### src/hw/rtl/centroid_track_matcher_assert.svh
// Assertion macros shared by the centroid track matcher RTL.
// Depends on nothing; included by ctm_datapath, the module that carries assertions.
`ifndef CENTROID_TRACK_MATCHER_ASSERT_SVH
`define CENTROID_TRACK_MATCHER_ASSERT_SVH

// Same-cycle implication, disabled while reset is high.
`define CTM_ASSERT_NOW(label, clk, rst, ante, cons) \
   label: assert property (@(posedge clk) disable iff (rst) (ante) |-> (cons)) \
      else $error("centroid track matcher: same-cycle check failed");

// Next-cycle implication, disabled while reset is high.
`define CTM_ASSERT_NEXT(label, clk, rst, ante, cons) \
   label: assert property (@(posedge clk) disable iff (rst) (ante) |=> (cons)) \
      else $error("centroid track matcher: next-cycle check failed");

`endif

### src/hw/rtl/ctm_pkg.sv
// Shared types and constants for the centroid track matcher.
// No dependencies; imported by every module of the block.
package ctm_pkg;

   // Parameter defaults.
   localparam int MAX_TRACKS_DEF = 16;
   localparam int COORD_BITS_DEF = 11;

   // Field widths of the beats.
   localparam int POS_W  = 11;
   localparam int DIAG_W = 12;
   localparam int ID_W   = 16;
   localparam int MISS_W = 3;
   localparam int LIVE_W = 5;

   // Miss counter saturation value.
   localparam logic [MISS_W-1:0] MISS_SAT = 3'd7;

   // Configuration registers.
   localparam int CSR_INDEX_W = 2;
   localparam int CSR_DATA_W  = 11;
   localparam int LINE_ROW_W  = 11;
   localparam logic [CSR_INDEX_W-1:0] CSR_LINE_ROW   = 2'd0;
   localparam logic [CSR_INDEX_W-1:0] CSR_MISS_LIMIT = 2'd1;
   localparam logic [LINE_ROW_W-1:0]  LINE_ROW_RESET   = 11'd288;
   localparam logic [MISS_W-1:0]      MISS_LIMIT_RESET = 3'd7;

   // Item kinds.
   localparam logic ACT_EOF = 1'b1;

   typedef struct packed {
      logic              action;
      logic [POS_W-1:0]  pos_x;
      logic [POS_W-1:0]  pos_y;
      logic [DIAG_W-1:0] diagonal;
   } req_type;

   typedef struct packed {
      logic [ID_W-1:0]   track_id;
      logic              new_track;
      logic              table_full;
      logic [LIVE_W-1:0] live_tracks;
      logic [LIVE_W-1:0] crossings;
      logic [ID_W-1:0]   total_count;
   } rsp_type;

   // Commands from the controller to the datapath.
   typedef struct packed {
      logic load;
      logic issue;
      logic commit_det;
      logic commit_eof;
   } cmd_type;

   // Status from the datapath to the controller.
   typedef struct packed {
      logic is_eof;
      logic scan_done;
      logic out_free;
   } status_type;

endpackage

### src/hw/rtl/ctm_ctrl.sv
// Controller state machine of the centroid track matcher.
// Depends on ctm_pkg for the command and status structs.
module ctm_ctrl import ctm_pkg::*; (
   input  logic       clock,
   input  logic       reset,
   input  logic       req_valid,
   output logic       req_stall,
   input  status_type status,
   output cmd_type    cmd
);

   typedef enum logic [2:0] {
      S_IDLE   = 3'b001,
      S_SCAN   = 3'b010,
      S_FINISH = 3'b100
   } state_type;

   state_type state_ff, state_in;

   // Input beats are only taken between items.
   assign req_stall = (state_ff != S_IDLE);

   // Next state and command decode.
   always_comb begin
      state_in = state_ff;
      cmd      = '0;
      case (state_ff)
         S_IDLE: begin
            if (req_valid) begin
               cmd.load = 1'b1;
               state_in = S_SCAN;
            end
         end
         S_SCAN: begin
            cmd.issue = 1'b1;
            if (status.scan_done) begin
               state_in = S_FINISH;
            end
         end
         S_FINISH: begin
            if (status.out_free) begin
               if (status.is_eof) begin
                  cmd.commit_eof = 1'b1;
               end else begin
                  cmd.commit_det = 1'b1;
               end
               state_in = S_IDLE;
            end
         end
         default: begin
            state_in = S_IDLE;
         end
      endcase
   end

   // State register.
   always_ff @(posedge clock) begin
      if (reset) begin
         state_ff <= S_IDLE;
      end else begin
         state_ff <= state_in;
      end
   end

endmodule

### src/hw/rtl/ctm_datapath.sv
// Datapath of the centroid track matcher: track table memory, distance
// pipeline, frame sweep, configuration registers and result register.
// Depends on ctm_pkg and centroid_track_matcher_assert.svh.
`include "centroid_track_matcher_assert.svh"
module ctm_datapath import ctm_pkg::*; #(
   parameter int MAX_TRACKS = MAX_TRACKS_DEF,
   parameter int COORD_BITS = COORD_BITS_DEF
) (
   input  logic                   clock,
   input  logic                   reset,
   input  cmd_type                cmd,
   output status_type             status,
   input  req_type                req_payload,
   output logic                   rsp_valid,
   input  logic                   rsp_stall,
   output rsp_type                rsp_payload,
   input  logic                   csr_valid,
   input  logic [CSR_INDEX_W-1:0] csr_index,
   input  logic [CSR_DATA_W-1:0]  csr_wdata
);

   localparam int IDX_W = (MAX_TRACKS > 1) ? $clog2(MAX_TRACKS) : 1;
   localparam int CNT_W = $clog2(MAX_TRACKS + 1);
   localparam int SQ_W  = 2 * COORD_BITS;
   localparam int D2_W  = SQ_W + 1;
   localparam int DG2_W = 2 * DIAG_W;
   localparam int CMP_W = (D2_W > DG2_W) ? D2_W : DG2_W;

   typedef struct packed {
      logic [COORD_BITS-1:0] x;
      logic [COORD_BITS-1:0] y;
      logic [COORD_BITS-1:0] prev_y;
      logic [MISS_W-1:0]     misses;
      logic [ID_W-1:0]       ident;
   } entry_type;

   // Track table and its registered read port.
   entry_type             track_mem_ff [MAX_TRACKS];
   entry_type             rdata_ff;
   logic                  rd_en;
   logic                  wr_en;
   logic [IDX_W-1:0]      wr_addr;
   entry_type             wr_data;

   // Item latch and match radius squared.
   req_type               req_ff;
   logic [DG2_W-1:0]      dg2_ff;
   logic [COORD_BITS-1:0] px, py, lr;
   logic                  is_eof;

   // Scan pipeline.
   logic [CNT_W-1:0]      rd_idx_ff;
   logic                  p1_vld_ff;
   logic [IDX_W-1:0]      p1_idx_ff;
   logic [COORD_BITS-1:0] dx, dy;
   logic [SQ_W-1:0]       dx2_ff, dy2_ff;
   logic                  p2_vld_ff;
   logic [IDX_W-1:0]      p2_idx_ff;
   entry_type             p2_ent_ff;
   logic [D2_W-1:0]       d2;
   logic                  better;
   logic [D2_W-1:0]       best_ff;
   entry_type             best_ent_ff;
   logic [IDX_W-1:0]      best_idx_ff;
   logic                  found_ff;

   // Frame sweep.
   logic [CNT_W-1:0]      k_ff;
   logic [CNT_W-1:0]      crossed_ff;
   logic [MISS_W-1:0]     mis_new;
   logic                  keep;
   logic                  crosses;
   logic                  sweep_wr;

   // Table bookkeeping and running totals.
   logic [CNT_W-1:0]      n_ff, n_in;
   logic [MAX_TRACKS-1:0] matched_ff, matched_in;
   logic [ID_W-1:0]       next_id_ff;
   logic [ID_W-1:0]       total_ff;
   logic                  match;
   logic                  full;

   // Configuration and result.
   logic [LINE_ROW_W-1:0] line_row_ff;
   logic [MISS_W-1:0]     miss_limit_ff;
   rsp_type               rsp_ff, rsp_in;
   logic                  rsp_valid_ff;

   assign px     = COORD_BITS'(req_ff.pos_x);
   assign py     = COORD_BITS'(req_ff.pos_y);
   assign lr     = COORD_BITS'(line_row_ff);
   assign is_eof = (req_ff.action == ACT_EOF);
   assign rd_en  = cmd.issue && (rd_idx_ff != n_ff);

   // First pipeline stage: absolute coordinate differences.
   always_comb begin
      dx = (px > rdata_ff.x) ? (px - rdata_ff.x) : (rdata_ff.x - px);
      dy = (py > rdata_ff.y) ? (py - rdata_ff.y) : (rdata_ff.y - py);
   end

   // Second pipeline stage: squared distance against the best so far.
   assign d2     = D2_W'(dx2_ff) + D2_W'(dy2_ff);
   assign better = !found_ff || (d2 < best_ff);

   // Sweep stage: age unmatched tracks, drop expired ones, test the line.
   always_comb begin
      mis_new = rdata_ff.misses;
      if (!matched_ff[p1_idx_ff] && (rdata_ff.misses < MISS_SAT)) begin
         mis_new = rdata_ff.misses + MISS_W'(1);
      end
      keep     = (mis_new != miss_limit_ff);
      crosses  = (rdata_ff.prev_y > lr) && (rdata_ff.y <= lr);
      sweep_wr = p1_vld_ff && is_eof && keep;
   end

   // Detection outcome.
   assign match = found_ff && (CMP_W'(best_ff) < CMP_W'(dg2_ff));
   assign full  = (n_ff == CNT_W'(MAX_TRACKS));

   // Table write port: sweep compaction or detection commit.
   always_comb begin
      wr_en   = 1'b0;
      wr_addr = best_idx_ff;
      wr_data = rdata_ff;
      if (sweep_wr) begin
         wr_en          = 1'b1;
         wr_addr        = k_ff[IDX_W-1:0];
         wr_data.misses = mis_new;
      end else if (cmd.commit_det && match) begin
         wr_en          = 1'b1;
         wr_addr        = best_idx_ff;
         wr_data.x      = px;
         wr_data.y      = py;
         wr_data.prev_y = best_ent_ff.y;
         wr_data.misses = best_ent_ff.misses;
         wr_data.ident  = best_ent_ff.ident;
      end else if (cmd.commit_det && !full) begin
         wr_en          = 1'b1;
         wr_addr        = n_ff[IDX_W-1:0];
         wr_data.x      = px;
         wr_data.y      = py;
         wr_data.prev_y = py;
         wr_data.misses = '0;
         wr_data.ident  = next_id_ff;
      end
   end

   // Live count, match flags and the result beat.
   always_comb begin
      n_in       = n_ff;
      matched_in = matched_ff;
      rsp_in     = rsp_ff;
      if (cmd.commit_det) begin
         rsp_in.crossings   = '0;
         rsp_in.total_count = total_ff;
         rsp_in.new_track   = 1'b0;
         rsp_in.table_full  = 1'b0;
         rsp_in.track_id    = '0;
         if (match) begin
            matched_in[best_idx_ff] = 1'b1;
            rsp_in.track_id         = best_ent_ff.ident;
         end else if (!full) begin
            matched_in[n_ff[IDX_W-1:0]] = 1'b1;
            n_in                        = n_ff + CNT_W'(1);
            rsp_in.track_id             = next_id_ff;
            rsp_in.new_track            = 1'b1;
         end else begin
            rsp_in.table_full = 1'b1;
         end
         rsp_in.live_tracks = LIVE_W'(n_in);
      end else if (cmd.commit_eof) begin
         n_in               = k_ff;
         matched_in         = '0;
         rsp_in.track_id    = '0;
         rsp_in.new_track   = 1'b0;
         rsp_in.table_full  = 1'b0;
         rsp_in.live_tracks = LIVE_W'(k_ff);
         rsp_in.crossings   = LIVE_W'(crossed_ff);
         rsp_in.total_count = total_ff + ID_W'(crossed_ff);
      end
   end

   // Track table memory.
   always_ff @(posedge clock) begin
      if (wr_en) begin
         track_mem_ff[wr_addr] <= wr_data;
      end
      if (rd_en) begin
         rdata_ff <= track_mem_ff[rd_idx_ff[IDX_W-1:0]];
      end
   end

   // Payload registers of the scan.
   always_ff @(posedge clock) begin
      if (cmd.load) begin
         req_ff <= req_payload;
      end
      dg2_ff <= DG2_W'(req_ff.diagonal) * DG2_W'(req_ff.diagonal);
      if (rd_en) begin
         p1_idx_ff <= rd_idx_ff[IDX_W-1:0];
      end
      if (p1_vld_ff) begin
         dx2_ff    <= SQ_W'(dx) * SQ_W'(dx);
         dy2_ff    <= SQ_W'(dy) * SQ_W'(dy);
         p2_ent_ff <= rdata_ff;
         p2_idx_ff <= p1_idx_ff;
      end
      if (p2_vld_ff && better) begin
         best_ff     <= d2;
         best_ent_ff <= p2_ent_ff;
         best_idx_ff <= p2_idx_ff;
      end
      if (cmd.commit_det || cmd.commit_eof) begin
         rsp_ff <= rsp_in;
      end
   end

   // Control registers, counters and configuration.
   always_ff @(posedge clock) begin
      if (reset) begin
         rd_idx_ff     <= '0;
         p1_vld_ff     <= 1'b0;
         p2_vld_ff     <= 1'b0;
         found_ff      <= 1'b0;
         k_ff          <= '0;
         crossed_ff    <= '0;
         n_ff          <= '0;
         matched_ff    <= '0;
         next_id_ff    <= '0;
         total_ff      <= '0;
         line_row_ff   <= LINE_ROW_RESET;
         miss_limit_ff <= MISS_LIMIT_RESET;
         rsp_valid_ff  <= 1'b0;
      end else begin
         p1_vld_ff  <= rd_en;
         p2_vld_ff  <= p1_vld_ff && !is_eof;
         n_ff       <= n_in;
         matched_ff <= matched_in;
         if (cmd.load) begin
            rd_idx_ff  <= '0;
            found_ff   <= 1'b0;
            k_ff       <= '0;
            crossed_ff <= '0;
         end else begin
            if (rd_en) begin
               rd_idx_ff <= rd_idx_ff + CNT_W'(1);
            end
            if (p2_vld_ff) begin
               found_ff <= 1'b1;
            end
            if (sweep_wr) begin
               k_ff       <= k_ff + CNT_W'(1);
               crossed_ff <= crossed_ff + CNT_W'(crosses);
            end
         end
         if (cmd.commit_det && !match && !full) begin
            next_id_ff <= next_id_ff + ID_W'(1);
         end
         if (cmd.commit_eof) begin
            total_ff <= rsp_in.total_count;
         end
         if (cmd.commit_det || cmd.commit_eof) begin
            rsp_valid_ff <= 1'b1;
         end else if (!rsp_stall) begin
            rsp_valid_ff <= 1'b0;
         end
         if (csr_valid) begin
            case (csr_index)
               CSR_LINE_ROW:   line_row_ff   <= csr_wdata[LINE_ROW_W-1:0];
               CSR_MISS_LIMIT: miss_limit_ff <= csr_wdata[MISS_W-1:0];
               default: begin
               end
            endcase
         end
      end
   end

   assign status.is_eof    = is_eof;
   assign status.scan_done = (rd_idx_ff == n_ff) && !p1_vld_ff && !p2_vld_ff;
   assign status.out_free  = !rsp_valid_ff || !rsp_stall;
   assign rsp_valid        = rsp_valid_ff;
   assign rsp_payload      = rsp_ff;

   // The table never holds more tracks than it has slots.
   `CTM_ASSERT_NOW(a_live_bound, clock, reset, 1'b1, n_ff <= CNT_W'(MAX_TRACKS))
   // Compaction never writes ahead of the entry being read.
   `CTM_ASSERT_NOW(a_sweep_order, clock, reset, sweep_wr, k_ff <= CNT_W'(p1_idx_ff))
   // A commit only happens once the scan pipeline has drained.
   `CTM_ASSERT_NOW(a_commit_drained, clock, reset, cmd.commit_det || cmd.commit_eof,
      !p1_vld_ff && !p2_vld_ff)
   // Every commit presents a result beat in the following cycle.
   `CTM_ASSERT_NEXT(a_commit_shows, clock, reset, cmd.commit_det || cmd.commit_eof,
      rsp_valid_ff)
   // The running total moves only at an end of frame.
   `CTM_ASSERT_NEXT(a_total_hold, clock, reset, !cmd.commit_eof, $stable(total_ff))

endmodule

### src/hw/rtl/centroid_track_matcher.sv
// Nearest-neighbour centroid tracker with upward line-crossing count; uses ctm_pkg,
// ctm_ctrl and ctm_datapath. An accepted item is latched, the live tracks are read out
// through the distance pipeline (detection) or the frame sweep (end of frame), and
// then the result register loads. One item is in flight: the next is accepted once the
// controller is idle again after the result loads; a held result beat delays the commit.
// Reset (synchronous, active high) empties the table and clears ids and total.
module centroid_track_matcher import ctm_pkg::*; #(
   parameter int MAX_TRACKS = MAX_TRACKS_DEF,
   parameter int COORD_BITS = COORD_BITS_DEF
) (
   input  logic                   clock,
   input  logic                   reset,
   input  logic                   req_valid,
   output logic                   req_stall,
   input  req_type                req_payload,
   output logic                   rsp_valid,
   input  logic                   rsp_stall,
   output rsp_type                rsp_payload,
   input  logic                   csr_valid,
   output logic                   csr_ready,
   input  logic [CSR_INDEX_W-1:0] csr_index,
   input  logic [CSR_DATA_W-1:0]  csr_wdata
);

   cmd_type    cmd;
   status_type status;

   // Configuration writes are always taken.
   assign csr_ready = 1'b1;

   ctm_ctrl u_ctrl (
      .clock     (clock),
      .reset     (reset),
      .req_valid (req_valid),
      .req_stall (req_stall),
      .status    (status),
      .cmd       (cmd)
   );

   ctm_datapath #(
      .MAX_TRACKS (MAX_TRACKS),
      .COORD_BITS (COORD_BITS)
   ) u_datapath (
      .clock       (clock),
      .reset       (reset),
      .cmd         (cmd),
      .status      (status),
      .req_payload (req_payload),
      .rsp_valid   (rsp_valid),
      .rsp_stall   (rsp_stall),
      .rsp_payload (rsp_payload),
      .csr_valid   (csr_valid),
      .csr_index   (csr_index),
      .csr_wdata   (csr_wdata)
   );

endmodule
### config.mk
export PLATFORM = sky130hd
export DESIGN_NAME = centroid_track_matcher
export DESIGN_NICKNAME = d
export VERILOG_FILES = /design/src/hw/rtl/ctm_pkg.sv /design/src/hw/rtl/ctm_ctrl.sv /design/src/hw/rtl/ctm_datapath.sv /design/src/hw/rtl/centroid_track_matcher.sv
export VERILOG_INCLUDE_DIRS = /design/src /design/src/hw/rtl
export SDC_FILE = /design/constraint.sdc
export NUM_CORES = 2
export LEC_CHECK = 0
export BUFFER_PORTS_ARGS = -buffer_cell sky130_fd_sc_hd__buf_2
export CAP_MARGIN = 10
export CORE_ASPECT_RATIO = 0.6
export CORE_MARGIN = 5
export CORE_UTILIZATION = 40
export CTS_CLUSTER_DIAMETER = 30
export CTS_CLUSTER_SIZE = 14
export DETAILED_ROUTE_END_ITERATION = 8
export GPL_TIMING_DRIVEN = 0
export PLACE_DENSITY = 0.52
export SYNTH_ARGS = -nofsm -noshare
export SYNTH_HDL_FRONTEND = slang
export SYNTH_SLANG_ARGS = --single-unit
### constraint.sdc
create_clock -name clock -period 24.4 [get_ports clock]
set_input_delay 3.66 -clock clock [delete_from_list [all_inputs] [get_ports clock]]
set_output_delay 3.66 -clock clock [all_outputs]
set_load 0.005 [all_outputs]
==> impl_metrics.py <==
metrics = {
    "outcome": {
        "status": "finished clean",
    },
    "placed_design": {
        "portBuffers": 98,
        "gp_congestion": 0.831,
        "place_hpwl_microns": 115000,
    },
    "layout": {
        "synthToLayoutAreaGrowth_pct": 19.4,
        "regArea_sq_mm": 0.0353,
        "layout-drive-gt1-share_pct": 19.1,
        "multi_input_area_sq_mm": 0.0226,
        "fillers": 12900,
        "final_nets": 4969,
    },
    "synthesis": {
        "avgSynthCellArea_sq_um": 14.9,
        "synth-async-reset-ratio_pct": 0,
        "synth_ff_type": "edfxtp_1",
        "synth_cell_types": 88,
        "yosys.area_share.simple_pct": 5.89,
        "synthesis.nets": 4580,
        "syn_area_sq_mm": 0.0600,
        "synth_xor_area_share_pct": 2.25,
        "ys.warnings.count": 0,
        "muxShareOfSynthArea_pct": 10.4,
        "synth-compound-area-share_pct": 5.54,
        "synth_common_cells": "edfxtp_1, inv_1, ha_1",
        "yosys.area.top_type": "edfxtp_1",
        "ys_seq_area_share_pct": 58.8,
        "synth_adder_area_share_pct": 13.4,
        "synth_cells": 4011,
        "synth_top_family_by_area": "adder cells",
        "synth_edf_count": 1100,
        "yosysMostFrequentCell": "edfxtp_1",
        "synth_area_leaders": "edfxtp_1, mux4_2, fa_1",
        "synth_top_area_share_pct": 55.1,
        "ys_ff_latch": 1212,
    },
    "sta": {
        "min_period_over_period_pct": 40.0,
        "setup_viol": 0,
        "fmax_mhz": 102,
        "skew_ns": 0.0425,
        "holdWs_ns": 0.412,
        "finalHoldViolCount": 0,
        "worst_pin_slew_ns": 1.31,
        "rsz0062_at_grt": "false",
        "period_needed_ns": 9.76,
        "slew_headroom_pct": 11.9,
        "timing.setup.tns_ns": 0,
        "report.final.slew_viol_count": 0,
    },
    "power_and_ir_drop": {
        "power.leakage_uw": 0.0265,
        "max-vdd-ir-drop_v": 0.000116,
        "pwr_density_cell_mw_per_mm2": 111,
    },
    "global_routing": {
        "grt_antenna_before_repair": 10,
        "track_usage_pct": 20.7,
        "grt_pass1_vias": 35000,
        "grt_max_degree": 54,
        "grt_pass1_wl_microns": 239000,
        "grt_overflow": 0,
    },
    "worst_setup_path": {
        "cp.required_ns": 24.91,
        "cpPeakStageDelay_ns": 0.65,
        "worstReg2RegStart": "u_datapath.rdata_ff[40]",
        "cp_common_cell": "inv_1",
        "reg2reg_to": "u_datapath.dy2_ff[20]",
        "cp_slowest_cell": "edfxtp_1",
        "crit_path_max_fanout": 10,
        "end_kind": "flop",
        "worstPathArrival_ns": 10.28,
        "worst_setup_path_start_kind": "flop",
        "regToRegSetupSlack_ns": 14.64,
        "worstSetupPathType": "flop to flop",
        "r2r_cells": 34,
    },
    "clock_tree": {
        "ctsResizeCount": 0,
        "htreeDepth": 4,
        "cts_tree": "done",
        "ctsHoldBuffers": 0,
        "clock_path_buffers": 3,
        "clkTransAtPathRegs_ns": 0.06,
        "clockRootBuffer": "clkbuf_16",
        "numCtsBuffers": 193,
        "postCtsSetupBuffers": 0,
        "cts_num_sinks": 1212,
        "clk_latency_ns": 0.80,
    },
    "routing": {
        "drc": 0,
        "antenna_left": 0,
        "wl_per_cell_microns": 24.5,
        "vias_per_cell": 5.31,
        "vias": 35000,
        "routed_wl_microns": 161000,
        "drt-initial-drc-count": 3752,
        "first_pass_iters": 6,
    },
    "floorplan": {
        "rows": 110,
        "die_y_microns": 310,
        "ios": 100,
        "fp.dieW_microns": 510,
        "start_util_pct": 40.1,
        "design.core.area_sq_mm": 0.149,
        "die_area_sq_mm": 0.158,
    },
    "worst_hold_path": {
        "min_from": "u_datapath.p2_ent_ff[13]",
        "holdPathStages": 0,
        "min_to": "u_datapath.best_ent_ff[13]",
        "hp-class": "flop to flop",
    },
    "job": {
        "maxCapViolations": 0,
    },
}
[state kept, by name, indices dropped and copies added (netlist names), 12 cells and up]
register and count:
u_datapath.track_mem_ff 832, u_datapath.rdata_ff 52, u_datapath.rsp_payload 44, u_datapath.best_ent_ff 30, u_datapath.p2_ent_ff 30, u_datapath.best_ff 23, u_datapath.dg2_ff 23, u_datapath.dx2_ff 21
u_datapath.dy2_ff 21, u_datapath.matched_ff 16, u_datapath.next_id_ff 16, u_datapath.total_ff 16, u_datapath.req_ff 12
[cell usage in the layout (no fill, tap or decap), types with 21 or more instances in the layout]
cell type / n
a21oi_1: 154
clkinvlp_4: 24
buf_2: 112
mux4_2: 261
clkbuf_1: 122
fa_1: 209
nand2b_1: 38
inv_1: 433
nor3_1: 32
o31ai_1: 22
nand4_1: 25
o21ai_0: 88
nor2b_1: 29
xor2_1: 55
nand2_1: 208
ha_1: 307
or3_1: 21
dfxtp_1: 111
buf_1: 28
a21o_1: 69
xnor2_1: 90
buf_12: 37
and2_1: 63
nor2_1: 200
clkbuf_16: 196
nand3_1: 50
edfxtp_1: 1100
clkinv_2: 26
bufinv_16: 24
[cell type report]
cell class | count | area share (%)
sequential | 1212 | 49.3
clock buffer | 223 | 7.13
clock inverter | 144 | 2.38
antenna | 3 | 0.0105
multi-input combinational | 2213 | 31.6
inverter | 435 | 2.28
buffer | 151 | 0.858
tap | 2016 | 3.52
timing repair buffer | 194 | 2.95
[worst max-delay path by stage]
stage | start | to | slack (ns) | cells after the start
after global placement | u_datapath.rd_idx_ff[3] | u_datapath.rd_idx_ff[4] | 8.59 | 7
after global routing | u_datapath.rdata_ff[40] | u_datapath.dy2_ff[21] | 14.06 | 31
after CTS | u_datapath.rdata_ff[40] | u_datapath.dy2_ff[20] | 14.75 | 34
after floorplan | rsp_stall | u_datapath.track_mem_ff[1][0] | 16.48 | 11
after detailed placement | u_datapath.rdata_ff[40] | u_datapath.dy2_ff[20] | 14.81 | 34
final | u_datapath.rdata_ff[40] | u_datapath.dy2_ff[20] | 14.64 | 34
[where the power goes]
part / switching, uW / internal (uW) / leakage (uW)
Clock: 1050 / 1780 / 0.00326
Combinational: 1510 / 1190 / 0.0124
Sequential: 10.6 / 2390 / 0.0108
Total: 2580 / 5360 / 0.0265
[per-layer routing]
metal / share of wire [%] / GRT usage (%) / vias to the layer above
met5: 0 / 0 / -
met1: 51 / 34.1 / 17800
li1: - / - / 15700
met2: 38 / 26.3 / 1359
met3: 9.4 / 5.73 / 209
met4: 1.8 / 5.13 / 0
[metrics by stage]
step	total power (uW)	utilization (%)	worst slack, ns	instances	area (sq um)
after floorplan	4510	-	16.48	4011	60000
after global placement	5130	42.1	8.59	6125	63000
after detailed placement	5130	43.2	14.81	6209	64600
after CTS	8030	47.8	14.75	6576	71400
after global routing	8530	47.9	14.06	6589	71600
final	7940	47.9	14.64	6591	71600
[cell families (layout without fill, tap and decap cells)]
group | count (synthesis) | in the layout
xor+xnor | 149 | 149
fa+ha+maj | 516 | 516
other cells | 1 | 4
compound gates | 518 | 518
flops | 1212 | 1212
buf+inv | 586 | 1147
simple gates | 742 | 742
mux | 287 | 287
[critical path: cells and delay by family (launching register included)]
| family | cells | cell delay [ns] |
|---|---|---|
| adder cells (fa/ha/maj) | 7 | 3.05 |
| AO/OA/AOI/OAI | 9 | 1.83 |
| buffers and inverters | 10 | 1.68 |
| AND/OR/NAND/NOR | 6 | 1.48 |
| XOR/XNOR | 2 | 0.77 |
| flip-flops | 1 | 0.65 |
(Power assumes the default switching activity.)
